`src/sv/ussr_pkg.sv`:
```
package ussr_pkg;

  localparam int unsigned DelayW   = 20;
  localparam int unsigned TrigW    = 10;
  localparam int unsigned TimeoutW = 17;
  localparam int unsigned StepsW   = 12;
  localparam int unsigned IncW     = 7;
  localparam int unsigned AngleW   = 10;
  localparam int unsigned CountW   = 16;
  localparam int unsigned DistW    = 10;
  localparam int unsigned AngOutW  = 16;
  localparam int unsigned CfgIdxW  = 3;
  localparam int unsigned CfgDataW = 20;

  // floor(x / 116) == (x * 36158) >> 22 for every 16-bit x
  localparam logic [CountW-1:0] DivRecip = 16'd36158;
  localparam int unsigned DivShift = 22;

  localparam logic [AngleW-1:0]  AngleMax    = '1;
  localparam logic [CountW-1:0]  CountMax    = '1;
  localparam logic [AngOutW-1:0] AngTimeout  = '1;

  typedef enum logic [CfgIdxW-1:0] {
    CFG_STEP_DELAY = 3'd0,
    CFG_SETTLE     = 3'd1,
    CFG_TRIGGER    = 3'd2,
    CFG_TIMEOUT    = 3'd3,
    CFG_GAP        = 3'd4,
    CFG_STEPS      = 3'd5,
    CFG_ANGLE_INC  = 3'd6,
    CFG_ANGLE_LIM  = 3'd7
  } cfg_idx_t;

  typedef enum logic [2:0] {
    PH_DECIDE  = 3'd0,
    PH_STEP    = 3'd1,
    PH_SETTLE  = 3'd2,
    PH_MEASURE = 3'd3,
    PH_GAP     = 3'd4
  } phase_t;

  typedef enum logic [1:0] {
    CAP_WAIT_RISE = 2'd0,
    CAP_COUNTING  = 2'd1,
    CAP_DONE      = 2'd2
  } cap_t;

  // durations are stored already clamped to at least one, minus one where used so
  typedef struct packed {
    logic [DelayW-1:0]   step_m1;
    logic [DelayW-1:0]   settle_m1;
    logic [TrigW-1:0]    trig_len;
    logic [TimeoutW-1:0] timeout_m1;
    logic [DelayW-1:0]   gap_m1;
    logic [StepsW-1:0]   steps;
    logic [IncW-1:0]     angle_inc;
    logic [AngleW-1:0]   angle_lim;
  } cfg_t;

  typedef struct packed {
    logic [3:0]         coil_pattern;
    logic               trigger_out;
    logic               report_valid;
    logic [DistW-1:0]   distance_cm;
    logic [AngOutW-1:0] angle_deg;
    logic               timed_out;
  } result_t;

endpackage

```
`src/sv/ussr_cfg_regs.sv`:
```
module ussr_cfg_regs import ussr_pkg::*; (
  input  logic                clk,
  input  logic                rst_n,
  input  logic                cfg_we,
  input  logic [CfgIdxW-1:0]  cfg_index,
  input  logic [CfgDataW-1:0] cfg_data,
  output cfg_t                cfg
);

  cfg_t cfg_r;
  cfg_t cfg_nxt;

  logic [DelayW-1:0]   dly_m1;
  logic [TrigW-1:0]    trig_v;
  logic [TimeoutW-1:0] to_v;

  always_comb begin
    // zero in a duration register acts as one
    dly_m1 = (cfg_data == '0) ? '0 : cfg_data - 1'b1;
    trig_v = cfg_data[TrigW-1:0];
    if (trig_v == '0) begin
      trig_v = TrigW'(1);
    end
    to_v = cfg_data[TimeoutW-1:0];
    to_v = (to_v == '0) ? '0 : to_v - 1'b1;
    cfg_nxt = cfg_r;
    if (cfg_we) begin
      case (cfg_idx_t'(cfg_index))
        CFG_STEP_DELAY: cfg_nxt.step_m1    = dly_m1;
        CFG_SETTLE:     cfg_nxt.settle_m1  = dly_m1;
        CFG_TRIGGER:    cfg_nxt.trig_len   = trig_v;
        CFG_TIMEOUT:    cfg_nxt.timeout_m1 = to_v;
        CFG_GAP:        cfg_nxt.gap_m1     = dly_m1;
        CFG_STEPS:      cfg_nxt.steps      = cfg_data[StepsW-1:0];
        CFG_ANGLE_INC:  cfg_nxt.angle_inc  = cfg_data[IncW-1:0];
        CFG_ANGLE_LIM:  cfg_nxt.angle_lim  = cfg_data[AngleW-1:0];
        default:        cfg_nxt = cfg_r;
      endcase
    end
  end

  always_ff @(posedge clk) begin
    if (!rst_n) begin
      cfg_r.step_m1    <= DelayW'(3999);
      cfg_r.settle_m1  <= DelayW'(99999);
      cfg_r.trig_len   <= TrigW'(20);
      cfg_r.timeout_m1 <= TimeoutW'(65535);
      cfg_r.gap_m1     <= DelayW'(199999);
      cfg_r.steps      <= StepsW'(57);
      cfg_r.angle_inc  <= IncW'(5);
      cfg_r.angle_lim  <= AngleW'(360);
    end else begin
      cfg_r <= cfg_nxt;
    end
  end

  assign cfg = cfg_r;

endmodule

```
`config.mk`:
```
export PLATFORM = sky130hd
export DESIGN_NAME = ussr_cfg_regs
export DESIGN_NICKNAME = d
export VERILOG_FILES = /design/src/sv/ussr_pkg.sv /design/src/sv/ussr_cfg_regs.sv
export SDC_FILE = /design/constraint.sdc
export NUM_CORES = 1
export LEC_CHECK = 0
export BUFFER_PORTS_ARGS = -buffer_cell sky130_fd_sc_hd__buf_2
export CORE_MARGIN = 4
export CORE_UTILIZATION = 25
export CTS_BUF_LIST = sky130_fd_sc_hd__clkbuf_4 sky130_fd_sc_hd__clkbuf_8 sky130_fd_sc_hd__clkbuf_16
export DETAILED_ROUTE_END_ITERATION = 6
export GPL_ROUTABILITY_DRIVEN = 0
export PLACE_DENSITY = 0.42
export SYNTH_ARGS = -nofsm -noshare
export SYNTH_HDL_FRONTEND = slang
export SYNTH_SLANG_ARGS = --single-unit
```
`constraint.sdc`:
```
create_clock -name clk -period 2.7 [get_ports clk]
set_input_delay 0 -clock clk [delete_from_list [all_inputs] [get_ports clk]]
set_output_delay 0 -clock clk [all_outputs]
set_load 0.05 [all_outputs]
```
==> tab_implementation.tex <==
\begin{tabular}{lr}
\hline
Metric & Value \\
\hline
\multicolumn{2}{l}{\textbf{Status}} \\
\quad Run status & complete, no violations \\
\multicolumn{2}{l}{\textbf{Synth}} \\
\quad Largest cells by area after synthesis & dfxtp\_1, nand2\_1, o211ai\_1, a21oi\_1, nand3\_1 \\
\quad Portion of synthesized cell area occupied by the leading cell type & 0.514 \\
\quad Average instance area after synthesis & 8.66 um2 \\
\quad Leading area contributor after synthesis & dfxtp\_1 \\
\quad Ys flop type & dfxtp\_1 \\
\quad Number of instances in the synthesized netlist & 522 \\
\quad Proportion of synthesized flip-flops having asynchronous set or reset & 0 \\
\quad Seq cells post-synth & 116 \\
\quad Post-Synthesis Net Count & 550 \\
\quad Synthesized cell area & 4520 um2 \\
\quad Post-synthesis cell type count & 38 \\
\quad Seq/Total Area, Yosys & 0.514 \\
\quad Number of flops mapped to enable cells by yosys & 0 \\
\quad Total of warnings raised by yosys & 0 \\
\multicolumn{2}{l}{\textbf{Pwr}} \\
\quad Power consumption & 4.53 mW \\
\quad Peak supply drop & 0.000426 V \\
\quad Power density normalized to cell area & 738 nW/um2 \\
\quad Leak pwr & 2.68 nW \\
\multicolumn{2}{l}{\textbf{Critical path}} \\
\quad Capturing element type of the critical path & flip-flop \\
\quad Crit path launch type & input port \\
\quad Critical path class & in2reg \\
\quad Required time of the critical path & 3040 ps \\
\quad Highest fanout seen on the critical path & 7 \\
\quad Endpoint arrival time on the critical path & 2820 ps \\
\multicolumn{2}{l}{\textbf{STA}} \\
\quad Setup repair after global routing missed its margin & false \\
\quad Setup violation total in the final timing report & 0 \\
\quad Final hold viol count & 0 \\
\quad Worst Setup Slack, final & 220 ps \\
\quad Total negative setup slack & 0 ps \\
\quad Worst slew pin tran & 1110 ps \\
\quad Period utilisation layout & 0.919 \\
\quad Max-slew violation count & 0 \\
\quad Crit path time final & 2480 ps \\
\quad Maximum clock skew at final layout & 0 ps \\
\quad Highest clock rate & 403 MHz \\
\quad Headroom to the max-slew limit & 0.258 \\
\multicolumn{2}{l}{\textbf{CTS}} \\
\quad Number of instances resized during post-cts repair & 0 \\
\quad Clock-pin slew of the registers on the worst-case setup and hold paths & 60 ps \\
\quad CTS sink count & 116 \\
\quad Post-CTS Hold Buffers & 12 \\
\quad Number of setup buffers added after CTS & 0 \\
\quad Number of buffers created by CTS & 17 \\
\quad Root Buffer Master & clkbuf\_16 \\
\quad Source-to-sink clock delay at the later pin of the worst-skew pair & 410 ps \\
\quad TritonCTS clock tree & yes \\
\quad Buffer levels on the longest clock path & 2 \\
\quad H-tree depth & 4 \\
\multicolumn{2}{l}{\textbf{Drt}} \\
\quad DRC & 0 \\
\quad Vias per cell & 4.75 \\
\quad Total via count in the routed design & 4293 \\
\quad Iteration-0 DRC Markers & 215 \\
\quad Antenna-violating nets left & 0 \\
\quad Routed wirelength normalized by instance count & 18.2 um \\
\quad Initial DRT Pass Iterations & 5 \\
\quad Final routed wirelength across all metal layers & 16.4 mm \\
\multicolumn{2}{l}{\textbf{Place}} \\
\quad Placed wire-length estimate after detailed placement & 12.1 mm \\
\quad Placed instance count & 859 \\
\quad Worst slack at placement & 374 ps \\
\quad Number of port buffers & 141 \\
\multicolumn{2}{l}{\textbf{Final layout}} \\
\quad Final net count & 693 \\
\quad Number of fill cells & 1847 \\
\quad Fraction of final layout cells with drive strength greater than 1 & 0.292 \\
\quad Number of flip-flops under the largest register name & 116 \\
\quad Filler-free cell count of the finished design & 903 \\
\quad Inserted Diodes & 0 \\
\quad Synth-to-Final Area Change & 35.9\% \\
\quad Final core utilization & 0.351 \\
\multicolumn{2}{l}{\textbf{Floorplanning}} \\
\quad Chip height & 142 um \\
\quad Ports placed on the boundary & 142 \\
\quad Starting Density & 0.259 \\
\quad Floorplan die area & 20300 um2 \\
\quad Number of rows created at floorplan & 48 \\
\quad Die X & 142 um \\
\quad Floorplan core area & 17500 um2 \\
\multicolumn{2}{l}{\textbf{Global routing}} \\
\quad Residual overflow from global routing & 0 \\
\quad Vias in the first global route & 4194 \\
\quad Maximum number of pins on one net before global-route repair & 81 \\
\quad Gr usage total & 0.162 \\
\quad First-pass GRT wire length & 24.9 mm \\
\quad Initial antenna violation count & 0 \\
\multicolumn{2}{l}{\textbf{Job}} \\
\quad Max-capacitance violation count & 0 \\
\multicolumn{2}{l}{\textbf{Hold path}} \\
\quad Worst min path class & in2reg \\
\hline
\end{tabular}
## Yosys cell counts, drive strengths merged, types with 4 or more instances
| cell | n |
|---|---|
| dfxtp | 116 |
| a21oi | 38 |
| nor4 | 5 |
| nand2b | 4 |
| nand2 | 134 |
| clkbuf | 33 |
| or4 | 4 |
| o211ai | 36 |
| a32o | 13 |
| o21ai | 12 |
| buf | 6 |
| nor3 | 8 |
| nor2b | 7 |
| xnor2 | 9 |
| a221o | 7 |
| nand3 | 30 |
| o311ai | 4 |
| or3 | 4 |
| xor2 | 5 |
| or2 | 10 |
| nor2 | 18 |
## power by group
part | internal [mW] | leakage (nW) | switching (mW)
Combinational | 0.126 | 1.46 | 0.378
Clock | 1.41 | 0.278 | 0.824
Sequential | 1.76 | 0.944 | 0.0283
Total | 3.30 | 2.68 | 1.23
## per-stage QoR
stage / area [um2] / hold slack (ps)
after global routing: 6140 / 54.1
after CTS: 6140 / 19.6
after global placement: 5430 / 301
after floorplan: 4520 / 136
final: 6140 / 32.0
after detailed placement: 5430 / 309
## final cells by class
cell class                 count  area (um2)  share of cell area
clock buffer                  20         460              0.0750
clock inverter                12         130              0.0212
inverter                       3        11.3             0.00183
multi-input combinational    364        2040               0.331
sequential                   116        2320               0.378
tap                          225         282              0.0458
timing repair buffer         163         901               0.147
## kinds of logic after synthesis
| logic type | Yosys count | synth area share |
|---|---|---|
| compound gates | 116 | 0.177 |
| xor+xnor | 14 | 0.0271 |
| fa+ha+maj | 2 | 0.00554 |
| buf+inv | 42 | 0.0357 |
| flops | 116 | 0.514 |
| mux | 2 | 0.00443 |
| simple gates | 230 | 0.236 |
## path summary, 6_finish.rpt
kind                                   start  endpoint  slack, ps  cells after the start
worst max-delay path             cfg_data[0]   cfg[92]        220                      9
worst min-delay path            cfg_data[18]  cfg[114]         30                      3
worst max register to register       cfg[91]   cfg[91]       1910                      3
worst min register to register       cfg[26]   cfg[26]        450                      2
## worst max-delay path, stage by stage
cell           delay (ps)
dlygate4sd3_1         530
buf_2                 160
inv_1                 200
ha_1                  250
or4b_1                550
nor4_1                350
xor2_1                430
nand2_1               170
o211ai_1              180
## cells in the final DEF (no fill, tap or decap), types with 3 or more instances in the layout
cell / n
nand2_1: 134
nand2b_1: 4
or3_1: 4
a32o_1: 13
nand3_1: 30
o311ai_0: 4
or2_2: 9
dfxtp_1: 116
inv_1: 3
clkinvlp_4: 5
clkbuf_16: 17
buf_4: 10
dlygate4sd3_1: 12
nor3_1: 8
a221o_1: 7
xnor2_1: 9
nor2b_1: 7
buf_2: 141
a21oi_1: 38
nor2_1: 18
clkinv_2: 3
o211ai_1: 36
o21ai_0: 12
xor2_1: 5
## metal layers
metal	track usage	vias to the layer above	wire length (um)
met4	0.0525	0	180
li1	-	2123	-
met1	0.217	2006	7560
met5	0	-	0
met3	0.0561	14	1270
met2	0.246	150	7430
Power figures use the tool's default switching activity.
