**src/sv/ussr_pkg.sv**
```systemverilog
package ussr_pkg;

  localparam int unsigned DelayW   = 20;
  localparam int unsigned TrigW    = 10;
  localparam int unsigned TimeoutW = 17;
  localparam int unsigned StepsW   = 12;
  localparam int unsigned IncW     = 7;
  localparam int unsigned AngleW   = 10;
  localparam int unsigned CountW   = 16;
  localparam int unsigned DistW    = 10;
  localparam int unsigned AngOutW  = 16;
  localparam int unsigned CfgIdxW  = 3;
  localparam int unsigned CfgDataW = 20;

  // floor(x / 116) == (x * 36158) >> 22 for every 16-bit x
  localparam logic [CountW-1:0] DivRecip = 16'd36158;
  localparam int unsigned DivShift = 22;

  localparam logic [AngleW-1:0]  AngleMax    = '1;
  localparam logic [CountW-1:0]  CountMax    = '1;
  localparam logic [AngOutW-1:0] AngTimeout  = '1;

  typedef enum logic [CfgIdxW-1:0] {
    CFG_STEP_DELAY = 3'd0,
    CFG_SETTLE     = 3'd1,
    CFG_TRIGGER    = 3'd2,
    CFG_TIMEOUT    = 3'd3,
    CFG_GAP        = 3'd4,
    CFG_STEPS      = 3'd5,
    CFG_ANGLE_INC  = 3'd6,
    CFG_ANGLE_LIM  = 3'd7
  } cfg_idx_t;

  typedef enum logic [2:0] {
    PH_DECIDE  = 3'd0,
    PH_STEP    = 3'd1,
    PH_SETTLE  = 3'd2,
    PH_MEASURE = 3'd3,
    PH_GAP     = 3'd4
  } phase_t;

  typedef enum logic [1:0] {
    CAP_WAIT_RISE = 2'd0,
    CAP_COUNTING  = 2'd1,
    CAP_DONE      = 2'd2
  } cap_t;

  // durations are stored already clamped to at least one, minus one where used so
  typedef struct packed {
    logic [DelayW-1:0]   step_m1;
    logic [DelayW-1:0]   settle_m1;
    logic [TrigW-1:0]    trig_len;
    logic [TimeoutW-1:0] timeout_m1;
    logic [DelayW-1:0]   gap_m1;
    logic [StepsW-1:0]   steps;
    logic [IncW-1:0]     angle_inc;
    logic [AngleW-1:0]   angle_lim;
  } cfg_t;

  typedef struct packed {
    logic [3:0]         coil_pattern;
    logic               trigger_out;
    logic               report_valid;
    logic [DistW-1:0]   distance_cm;
    logic [AngOutW-1:0] angle_deg;
    logic               timed_out;
  } result_t;

endpackage

```
**src/sv/ussr_core.sv**
```systemverilog
module ussr_core import ussr_pkg::*; (
  input  logic    clk,
  input  logic    rst_n,
  input  logic    step_en,
  input  logic    echo,
  input  cfg_t    cfg,
  output result_t res
);

  phase_t              phase_r, phase_nxt;
  logic [1:0]          seq_r, seq_nxt;
  logic [StepsW-1:0]   steps_r, steps_nxt;
  logic [DelayW-1:0]   timer_r, timer_nxt;
  logic [AngleW-1:0]   angle_r, angle_nxt;
  logic                down_r, down_nxt;
  logic [CountW-1:0]   cnt_r, cnt_nxt;
  cap_t                cap_r, cap_nxt;
  logic                last_r;

  logic                rising, falling, done;
  logic [1:0]          seq_step;
  logic [CountW-1:0]   cnt_inc;
  logic [AngleW:0]     angle_sum;
  logic [2*CountW-1:0] prod;

  assign rising  = echo & ~last_r;
  assign falling = ~echo & last_r;
  assign cnt_inc = (cnt_r != CountMax) ? cnt_r + 1'b1 : cnt_r;
  assign prod    = cnt_inc * DivRecip;
  assign angle_sum = {1'b0, angle_r} + (AngleW + 1)'(cfg.angle_inc);
  assign seq_step  = down_r ? seq_r - 2'd1 : seq_r + 2'd1;

  always_comb begin
    phase_nxt = phase_r;
    seq_nxt   = seq_r;
    steps_nxt = steps_r;
    timer_nxt = timer_r;
    angle_nxt = angle_r;
    down_nxt  = down_r;
    cnt_nxt   = cnt_r;
    cap_nxt   = cap_r;
    done      = 1'b0;
    res       = '0;
    case (phase_r)
      PH_STEP: begin
        if (timer_r != '0) begin
          timer_nxt = timer_r - 1'b1;
          res.coil_pattern = 4'b0001 << seq_r;
        end else if (steps_r != '0) begin
          seq_nxt   = seq_step;
          steps_nxt = steps_r - 1'b1;
          timer_nxt = cfg.step_m1;
          res.coil_pattern = 4'b0001 << seq_step;
        end else begin
          if (down_r) begin
            angle_nxt = (angle_r > AngleW'(cfg.angle_inc))
                        ? angle_r - AngleW'(cfg.angle_inc) : '0;
          end else begin
            angle_nxt = angle_sum[AngleW] ? AngleMax : angle_sum[AngleW-1:0];
          end
          phase_nxt = PH_SETTLE;
          timer_nxt = cfg.settle_m1;
        end
      end
      PH_SETTLE: begin
        if (timer_r != '0) begin
          timer_nxt = timer_r - 1'b1;
        end else begin
          phase_nxt = PH_MEASURE;
          timer_nxt = '0;
          cap_nxt   = CAP_WAIT_RISE;
          cnt_nxt   = '0;
        end
      end
      PH_MEASURE: begin
        res.trigger_out = (timer_r < DelayW'(cfg.trig_len));
        case (cap_r)
          CAP_WAIT_RISE: begin
            if (rising) begin
              cnt_nxt = '0;
              cap_nxt = CAP_COUNTING;
            end
          end
          CAP_COUNTING: begin
            cnt_nxt = cnt_inc;
            if (falling) begin
              cap_nxt = CAP_DONE;
              done    = 1'b1;
            end
          end
          default: cap_nxt = cap_r;
        endcase
        if (done) begin
          res.report_valid = 1'b1;
          res.distance_cm  = prod[DivShift +: DistW];
          res.angle_deg    = AngOutW'(angle_r);
        end else if (timer_r >= DelayW'(cfg.timeout_m1)) begin
          res.report_valid = 1'b1;
          res.angle_deg    = AngTimeout;
          res.timed_out    = 1'b1;
        end else begin
          timer_nxt = timer_r + 1'b1;
        end
        if (res.report_valid) begin
          phase_nxt = PH_GAP;
          timer_nxt = cfg.gap_m1;
        end
      end
      PH_GAP: begin
        if (timer_r != '0) begin
          timer_nxt = timer_r - 1'b1;
        end else begin
          phase_nxt = PH_DECIDE;
        end
      end
      default: begin
        // direction reverses at the limit and at zero
        if (angle_r >= cfg.angle_lim) begin
          angle_nxt = cfg.angle_lim;
          down_nxt  = 1'b1;
        end else if (angle_r == '0) begin
          down_nxt = 1'b0;
        end
        steps_nxt = cfg.steps;
        timer_nxt = '0;
        phase_nxt = PH_STEP;
      end
    endcase
  end

  always_ff @(posedge clk) begin
    if (!rst_n) begin
      phase_r <= PH_DECIDE;
      seq_r   <= '0;
      steps_r <= '0;
      timer_r <= '0;
      angle_r <= '0;
      down_r  <= 1'b0;
      cnt_r   <= '0;
      cap_r   <= CAP_WAIT_RISE;
      last_r  <= 1'b0;
    end else if (step_en) begin
      phase_r <= phase_nxt;
      seq_r   <= seq_nxt;
      steps_r <= steps_nxt;
      timer_r <= timer_nxt;
      angle_r <= angle_nxt;
      down_r  <= down_nxt;
      cnt_r   <= cnt_nxt;
      cap_r   <= cap_nxt;
      last_r  <= echo;
    end
  end

endmodule

```
**config.mk**
```make
export PLATFORM = sky130hd
export DESIGN_NAME = ussr_core
export DESIGN_NICKNAME = d
export VERILOG_FILES = /design/src/sv/ussr_pkg.sv /design/src/sv/ussr_core.sv
export SDC_FILE = /design/constraint.sdc
export NUM_CORES = 1
export LEC_CHECK = 0
export ABC_AREA = 1
export BUFFER_PORTS_ARGS = -buffer_cell sky130_fd_sc_hd__buf_2
export CAP_MARGIN = 15
export CORE_MARGIN = 2
export CORE_UTILIZATION = 55
export DETAILED_ROUTE_END_ITERATION = 12
export PLACE_DENSITY = 0.77
export REMOVE_ABC_BUFFERS = 1
export SLEW_MARGIN = 10
export SYNTH_ARGS = -nofsm -noshare
export SYNTH_HDL_FRONTEND = slang
export SYNTH_SLANG_ARGS = --single-unit
```
**constraint.sdc**
```tcl
create_clock -name clk -period 6.8 [get_ports clk]
set_input_delay 0.68 -clock clk [delete_from_list [all_inputs] [get_ports clk]]
set_output_delay 0.68 -clock clk [all_outputs]
set_load 0.01 [all_outputs]
```
==> out/results.tsv, run 1 <==
metric	value	unit
status	finished, violations left	
violations	setup timing	
clock_path_buffers	2	
post-route-worst-setup-slack	-323	ps
grt_max_degree	52	
ir_drop	0.000226	V
critical_path_class	flop to primary output	
dp_hpwl	29.1	mm
num-nets-final	2409	
worst_pin_slew	1140	ps
cts_buffers	9	
antenna_found_initial	0	
hold_violations	0	
area.growth.synth_to_final	24.5	%
path_clk_slew	60	ps
r2r-start	timer_r[14]	
drive_gt1_frac	0.243	
cts_sinks	67	
slew_headroom	0.233	
grt_setup_unrepaired	true	
drtIter0Drc	936	
wl	40.2	mm
worstPathArrival	6440	ps
synth-edff-count	0	
yosysWarningCount	0	
cts_root_buffer	clkbuf_16	
start_kind	flop	
rr_endpoint	timer_r[19]	
n_antenna_cell	0	
fin_crit_sh	1.05	
synth-seq-cells	67	
max_stage_delay	590	ps
postSynthCellCount	1812	
setup.worst_path.end_class	primary output	
ios	153	
dieArea	23100	um2
num_rows	54	
mostFrequentLayoutCells	309 x nand2_1, 306 x inv_1, 162 x nor2_1	
routabilityCongestion	1.03	
drv_cap	0	
p_leak	8.00	nW
holdPathStages	2	
synthArstFlopShare	0	
critical_path_required	6120	ps
drv_slew	0	
synth_area	12100	um2
vias	13100	
wl_per_cell	17.3	um
setup_viol	10	
cts_tree	built	
gr-total-overflow	0	
crit_path_start	cnt_r[0]	
h-tree-depth	3	
powerDensity	250	nW/um2
design.core.area	21700	um2
die_height	152	um
route.detailed.drc	0	
yosysSeqAreaShare	0.111	
die_w	152	um
skew	12.5	ps
grt_pass1_wl	62.1	mm
ant_nets	0	
fillers	1829	
layout_commonest_cell	nand2_1	
synth_cell_types	53	
min_from	cnt_r[15]	
slowest_stage	fa_1	
holdBufCountCts	0	
min_path_type	flop to flop	
rrSetupSlack	3280	ps
io_buffers	152	
grt_pass1_vias	12853	
ff2ff_path_depth	15	
crit_family	adder cells	
power	3.76	mW
drtPass1Iterations	7	
clkLatencyLatePin	350	ps
min_period	7120	ps
seqCellArea	1360	um2
critPathBufInv	9	
grtUsageTotal	0.327	
syn_area_per_cell	6.66	um2
vias_per_cell	5.63	
hold_path_end	cnt_r[15]	
initial_core_util	0.556	
synthFlopType	dfxtp_1	
post-route-util	0.693	
cp_max_fo	4	
multi_input_area	9970	um2
fmax	140	MHz
cp_common_cell	inv_2	
-- metrics by stage --
step,instances,worst slack (ps),instance area (um2),TNS [ps],hold slack (ps)
after floorplan,1759,193,11800,0,439
after global placement,2276,-60.1,13500,-124,453
after detailed placement,2276,-167,13500,-928,466
after CTS,2315,-52.3,14600,-210,475
after global routing,2327,-623,15000,-5110,499
final,2327,-323,15000,-2480,477
-- metal layers --
metal | track usage | vias to the layer above | part of all wire
met5 | 0 | - | 0
met4 | 0.0917 | 0 | 0.039
met3 | 0.0630 | 134 | 0.090
li1 | - | 6268 | -
met2 | 0.550 | 615 | 0.47
met1 | 0.430 | 6083 | 0.40
-- where the power goes --
part           switching, mW  internal, mW
logic                   1.69         0.834
registers              0.198         0.498
clock network          0.198         0.341
total                   2.09          1.67
-- worst max-delay path by stage --
| stage | endpoint | slack (ps) | depth (start not counted) |
|---|---|---|---|
| after floorplan | res[17] | 190 | 25 |
| after global placement | res[26] | -60 | 29 |
| after detailed placement | res[23] | -170 | 28 |
| after CTS | res[26] | -50 | 31 |
| after global routing | res[23] | -620 | 31 |
| final | res[23] | -320 | 32 |
-- layout make-up --
| cell class | instances | share of cell area |
|---|---|---|
| multi-input combinational | 1345 | 0.663 |
| inverter | 347 | 0.0869 |
| timing repair buffer | 272 | 0.114 |
| clock inverter | 4 | 0.00483 |
| tap | 280 | 0.0233 |
| sequential | 67 | 0.0905 |
| clock buffer | 12 | 0.0171 |
-- kinds of logic after synthesis --
logic type / synth area share
xor+xnor: 0.0413
simple gates: 0.282
compound gates: 0.127
buf+inv: 0.133
flops: 0.111
fa+ha+maj: 0.306
-- synthesized netlist by cell type (6+ instances only) --
library cell | count | area [um2]
nor3_2 | 7 | 70.1
xor2_1 | 46 | 403
xnor2_1 | 9 | 78.8
nand2_1 | 334 | 1250
o211ai_1 | 6 | 45.0
nor2_2 | 12 | 75.1
nor3_1 | 41 | 205
nand3_1 | 133 | 666
clkbuf_1 | 14 | 52.6
dfxtp_1 | 67 | 1340
o21ai_1 | 10 | 50.1
a21o_1 | 6 | 45.0
nand4_1 | 27 | 169
nor2_1 | 179 | 672
a31oi_1 | 13 | 81.3
inv_1 | 338 | 1270
o31ai_1 | 6 | 45.0
inv_2 | 8 | 30.0
buf_2 | 23 | 115
ha_1 | 167 | 2090
buf_4 | 10 | 75.1
o21ai_0 | 63 | 315
fa_1 | 80 | 1600
a21oi_1 | 150 | 751
nor2_4 | 9 | 101
-- state kept, by name, indices dropped and copies added, names as in the netlist --
register / count
angle_r: 10
cap_r: 2
cnt_r: 16
down_r: 1
last_r: 1
phase_r: 3
seq_r: 2
steps_r: 12
timer_r: 20
-- tightest hold or removal path, cell delays in order (launching register included) --
cell	delay [ps]
dfxtp_1	310
nand2_1	60
a21oi_1	60
-- what timing repair did --
item,4_1_cts,5_1_grt
pin swaps,79,68
endpoints found under the setup margin,10,10
resized for setup,139,82
setup buffers,24,13
No activity file was read; power rests on OpenSTA's default activity.
==> run 2, diff against run 1 <==
CORE_MARGIN = not set   (was 2)
CORE_UTILIZATION = 61   (was 55)
MAX_ROUTING_LAYER = met4   (was not set)
PLACE_DENSITY = 0.81   (was 0.77)
clock period = 6.6 ns   (was 6.8 ns; I/O delays follow)
==> run 2 against run 1 <==
Against the previous run:
- sequential power grew 2%
- combinational power hardly changed
- die area shrank 12%
- the flow still finishes with violations (setup timing)
- critical endpoint is now res[24]
==> out/results.tsv, run 2 (synthesis results as in run 1) <==
metric	value	unit	change
max_stage_delay	540	ps	was 590 ps
grt_pass1_wl	60.6	mm	was 62.1 mm
clock_path_buffers	2		unchanged
area.growth.synth_to_final	22.2	%	was 24.5%
p_leak	8.00	nW	about the same
cts_sinks	67		unchanged
critPathBufInv	8		was 9
worst_pin_slew	1030	ps	was 1140 ps
power_frac_seq	0.186		was 0.185
fin_crit_sh	1.10		
cp_max_fo	4		unchanged
mostFrequentLayoutCells	322 x nand2_1, 321 x inv_1, 163 x nor2_1		was 309 x nand2_1, 306 x inv_1, 162 x nor2_1
critical_path_class	flop to primary output		unchanged
h-tree-depth	3		unchanged
cp_common_cell	fa_1		was inv_2
design.core.area	19400	um2	was 21,700 um2
route.detailed.drc	0		unchanged
grt_max_degree	51		was 52
dp_hpwl	28.3	mm	was 29.1 mm
vias	13098		was 13,100
layout_commonest_cell	nand2_1		unchanged
crit_family	adder cells		unchanged
slew_headroom	0.314		was 0.233
io_buffers	152		unchanged
powerDensity	258	nW/um2	was 250 nW/um2
drtPass1Iterations	7		unchanged
die_height	143	um	was 152 um
grt_setup_unrepaired	true		unchanged
slowest_stage	fa_1		unchanged
fillers	1511		was 1,829
min_path_type	flop to flop		unchanged
setup_viol	10		unchanged
hold_ws	472	ps	was 477 ps
drtIter0Drc	914		was 936
die_w	143	um	was 152 um
fmax	138	MHz	
clkPwrFrac	0.142		was 0.143
num-nets-final	2412		was 2,409
drive_gt1_frac	0.219		was 0.243
path_clk_slew	70	ps	was 60 ps
violations	setup timing		unchanged
wl_per_cell	16.8	um	was 17.3 um
critical_path_required	5940	ps	was 6120 ps
post-route-worst-setup-slack	-658	ps	was -323 ps
worstPathArrival	6600	ps	was 6440 ps
reg_top3	timer_r (20), cnt_r (16), steps_r (12)		unchanged
p_sw_frac	0.552		was 0.555
power	3.81	mW	was 3.76 mW
drv_slew	0		unchanged
vias_per_cell	5.66		was 5.63
cts_root_buffer	clkbuf_16		unchanged
combPwrFrac	0.672		about the same
start_kind	flop		unchanged
min_period	7260	ps	
p_int	1.71	mW	was 1.67 mW
fin_tns_setup	-5990	ps	was -2480 ps
postLayoutCellArea	14700	um2	was 15,000 um2
clkLatencyLatePin	350	ps	about the same
cts_tree	built		unchanged
ios	153		unchanged
dp_worst_setup_slack	-309	ps	was -167 ps
antenna_found_initial	1		was 0
drv_cap	0		unchanged
placed_area	13600	um2	was 13,500 um2
routabilityCongestion	1.01		was 1.03
skew	9.63	ps	was 12.5 ps
cts_buffers	9		unchanged
hold_violations	0		unchanged
ant_nets	0		unchanged
grtUsageTotal	0.392		was 0.327
num_rows	51		was 54
holdBufCountCts	0		unchanged
largest_reg_flops	20		unchanged
setup.worst_path.end_class	primary output		unchanged
largest-register	timer_r		unchanged
gr-total-overflow	0		unchanged
ir_drop	0.000313	V	was 0.000226 V
status	finished, violations left		unchanged
p_sw	2.10	mW	was 2.09 mW
grt_pass1_vias	12854		was 12,853
wl	38.9	mm	was 40.2 mm
initial_core_util	0.622		was 0.556
dieArea	20300	um2	was 23,100 um2
[run 2: final timing paths]
path         depth (start not counted)     endpoint         from  slack (ps)
max                                 31      res[24]     cnt_r[1]        -660
min                                  2     cap_r[1]     cap_r[1]         470
max reg2reg                         15  timer_r[19]  timer_r[12]        3130
min reg2reg                          2     cap_r[1]     cap_r[1]         470
[run 2: through the flow]
stage          std cells   util
2_1_floorplan       1759      -
3_5_place_dp        2275  0.701
3_3_place_gp        2275  0.701
5_1_grt             2316  0.760
6_report            2316  0.760
4_1_cts             2305  0.739
[run 2: timing repair]
action                     CTS  global route
pin swaps                   48            63
setup buffers               14            10
setup endpoints to repair   10            10
gates cloned                 0             0
resized for setup           82            67
[run 2: routing by layer]
metal	wire [um]	track usage
met1	14500	0.428
met4	2300	0.231
met2	19100	0.668
met3	3030	0.0684
met5	0	-
[run 2: worst reg2reg max path, cell delays in order, from the launching register on]
cell and delay [ps]:
dfxtp_1 550, ha_1 310, nand2_1 60, inv_1 30, nand2_1 100, nor2_1 70, nand2_1 80, nand3_1 120
nor2_2 180, nand3_1 610, nand2_1 730, inv_1 130, nand2_1 150, nand2_1 70, nand2_1 50, a21oi_1 70
[run 2: layout make-up]
type / count / area [um2] / area share
Clock inverter: 7 / 101 / 0.00687
Timing Repair Buffer: 275 / 1720 / 0.117
Clock buffer: 9 / 225 / 0.0153
Antenna cell: 1 / 2.50 / 0.000170
Tap cell: 265 / 332 / 0.0225
Multi-Input combinational cell: 1345 / 9710 / 0.658
Sequential cell: 67 / 1350 / 0.0917
Inverter: 347 / 1310 / 0.0885
[run 2: power groups by stage]
| stage | sequential, mW | clock, mW | combinational, mW |
|---|---|---|---|
| 4_1_cts | 0.701 | 0.542 | 2.51 |
| 2_1_floorplan | 0.659 | 0 | 1.91 |
| 3_3_place_gp | 0.704 | 0 | 2.43 |
| 6_report | 0.710 | 0.541 | 2.56 |
| 3_5_place_dp | 0.710 | 0 | 2.49 |
| 5_1_grt | 0.726 | 0.559 | 2.87 |
==> run 3, diff against run 2 <==
ABC_AREA = 0   (was 1)
CORE_UTILIZATION = 60   (was 61)
==> run 3 against run 2 <==
Against the previous run:
- the flow still finishes with violations (setup timing)
- combinational power shrank 67%
- count of clock-buffer cells in the layout grew 1
- area after synthesis shrank 11%
- critical endpoint unchanged
- synthesized cell count shrank 23%
- via count shrank 17%
- largest power group unchanged
==> out/results.tsv, run 3 <==
metric	value	unit	change
status	finished, violations left		unchanged
violations	setup timing		unchanged
yosysWarningCount	0		unchanged
reg_top3	timer_r (20), cnt_r (16), steps_r (12)		unchanged
cts_tree	built		unchanged
grt_pass1_vias	10407		was 12,854
drive_gt1_frac	0.239		was 0.219
dieArea	18500	um2	was 20,300 um2
vias	10835		was 13,098
cts_root_buffer	clkbuf_16		unchanged
synth_top_family_by_area	adder cells		unchanged
route.detailed.drc	0		unchanged
synth_compound_area_frac	0.198		was 0.127
synthAdderAreaFrac	0.342		was 0.306
cts_buffers	9		unchanged
antenna_found_initial	1		unchanged
dp_worst_setup_slack	-1140	ps	was -309 ps
critPathBufInv	8		unchanged
yosysTopAreaCellShare	0.194		was 0.173
hold_path_end	cap_r[0]		was cap_r[1]
synth-edff-count	0		unchanged
num-nets-final	1983		was 2,412
ff2ff_path_depth	11		was 15
drtIter0Drc	737		was 914
ant_nets	0		unchanged
powerDensity	142	nW/um2	was 258 nW/um2
p_leak	7.08	nW	was 8.00 nW
drv_slew	0		unchanged
skew	7.01	ps	was 9.63 ps
min_path_type	flop to flop		unchanged
synth_mux_area_frac	0.0111		was 0
grt_use_met2	0.592		was 0.668
ios	153		unchanged
synth.most_common_cell	inv_1		unchanged
postSynthCellCount	1388		was 1,812
grt_pass1_wl	48.5	mm	was 60.6 mm
use_met3	0.0328		was 0.0684
die_height	136	um	was 143 um
cp_max_fo	3		was 4
grt_max_degree	33		was 51
fmax	129	MHz	was 138 MHz
num_rows	48		was 51
io_buffers	152		unchanged
crit_path_start	cnt_r[3]		was cnt_r[1]
rr_endpoint	steps_r[8]		was timer_r[19]
placed_area	12300	um2	was 13,600 um2
grt_setup_unrepaired	true		unchanged
holdPathStages	2		unchanged
fin_tns_setup	-9920	ps	was -5990 ps
synth_cell_types	76		was 53
area.growth.synth_to_final	22.2	%	about the same
clkLatencyLatePin	340	ps	was 350 ps
synth-seq-cells	67		unchanged
largest_reg_flops	20		unchanged
yosys.area.top_type	ha_1		unchanged
layout_commonest_cell	inv_1		was nand2_1
ir_drop	0.000153	V	was 0.000313 V
busiest_layer	met2		unchanged
drtPass1Iterations	6		was 7
die_w	136	um	was 143 um
fin_crit_sh	1.18		was 1.10
synth.area.top_cells	ha_1 19%, fa_1 15%, dfxtp_1 12%, inv_1 7.8%, a21oi_1 4.7%		was ha_1 17%, fa_1 13%, dfxtp_1 11%, inv_1 11%, nand2_1 10%
synth_area	10800	um2	was 12,100 um2
max_stage_delay	630	ps	was 540 ps
worstPathArrival	7100	ps	was 6600 ps
holdBufCountCts	0		unchanged
h-tree-depth	3		unchanged
fillers	1299		was 1,511
setup.worst_path.end_class	primary output		unchanged
synth_common_cells	225 x inv_1, 167 x ha_1, 112 x nor2_1		was 338 x inv_1, 334 x nand2_1, 179 x nor2_1
wl_per_cell	16.6	um	was 16.8 um
wl	30.7	mm	was 38.9 mm
min_from	cap_r[0]		was cap_r[1]
synthFlopType	dfxtp_1		unchanged
hold_ws	479	ps	was 472 ps
rrSetupSlack	2790	ps	was 3130 ps
routabilityCongestion	1.04		was 1.01
seqCellArea	1350	um2	about the same
post-route-util	0.757		was 0.760
crit_family	adder cells		unchanged
final_cell_count_no_fill	1847		was 2,316
drv_cap	0		unchanged
dp_cells	1806		was 2,275
mostFrequentLayoutCells	209 x inv_1, 160 x ha_1, 152 x buf_2		was 322 x nand2_1, 321 x inv_1, 163 x nor2_1
multi_input_area	8600	um2	was 9710 um2
postLayoutCellArea	13200	um2	was 14,700 um2
critical_path_class	flop to primary output		unchanged
slew_headroom	0.237		was 0.314
start_kind	flop		unchanged
grt_use_met1	0.380		was 0.428
setup_viol	10		unchanged
synth-simple-area-share	0.172		was 0.282
critical_path_required	5940	ps	about the same
slowest_stage	fa_1		unchanged
clock_path_buffers	2		unchanged
syn_area_per_cell	7.77	um2	was 6.66 um2
grtUsageTotal	0.337		was 0.392
yosysSeqAreaShare	0.124		was 0.111
power	1.87	mW	was 3.81 mW
dp_hpwl	23.0	mm	was 28.3 mm
gr-total-overflow	0		unchanged
r2r-start	steps_r[0]		was timer_r[12]
initial_core_util	0.619		was 0.622
largest-register	timer_r		unchanged
worst_pin_slew	1140	ps	was 1030 ps
hold_violations	0		unchanged
path_clk_slew	60	ps	was 70 ps
min_period	7760	ps	was 7260 ps
yosys.area_share.xor_xnor	0.0430		was 0.0413
post-route-worst-setup-slack	-1160	ps	was -658 ps
cts_sinks	67		unchanged
design.core.area	17400	um2	was 19,400 um2
vias_per_cell	5.87		was 5.66
synthArstFlopShare	0		unchanged
## run 3: cells by family (layout without fill, tap and decap cells)
logic type | Yosys count | in the layout
simple gates | 389 | 389
compound gates | 327 | 327
buf+inv | 293 | 526
fa+ha+maj | 247 | 247
flops | 67 | 67
xor+xnor | 53 | 53
mux | 12 | 12
other cells | 0 | 1
## run 3: area by class of cell
type	count	share of cell area
antenna	1	0.000190
clock buffer	10	0.0181
clock inverter	6	0.00674
inverter	226	0.0643
multi-input combinational	1028	0.652
sequential	67	0.102
tap	225	0.0214
timing repair buffer	284	0.135
## run 3: worst reg2reg max path, stage by stage (launching register included)
cell,delay (ps)
dfxtp_1,330
inv_1,100
ha_1,190
or3b_4,420
nand2b_4,160
or4_4,450
or3_1,760
nand2_2,240
a21oi_2,90
o211ai_4,490
o21ba_1,230
o221a_2,240
## run 3: worst max path at each step
stage                     endpoint  slack (ps)  cells past startpoint
after floorplan            res[24]        -940                     28
after global placement     res[24]        -810                     29
after detailed placement   res[24]       -1140                     29
after CTS                  res[24]        -930                     28
after global routing       res[24]       -1390                     28
final                      res[24]       -1160                     29
## run 3: power breakdown
part | leakage [nW] | switching, mW | total (mW) | internal, mW
clock | 0.155 | 0.185 | 0.526 | 0.341
combinational | 6.38 | 0.514 | 0.844 | 0.330
sequential | 0.545 | 0.0580 | 0.497 | 0.439
total | 7.08 | 0.757 | 1.87 | 1.11
## run 3: per-layer routing
| layer | wire (um) | vias up |
|---|---|---|
| li1 | - | 5179 |
| met1 | 12200 | 5113 |
| met2 | 15400 | 434 |
| met3 | 1600 | 109 |
| met4 | 1520 | 0 |
| met5 | 0 | - |
## run 3: what timing repair did
action                                  4_1_cts  5_1_grt
pin swaps                                    21       26
setup buffers                                12       12
endpoints found under the setup margin       10       10
gates resized for setup                      37       45
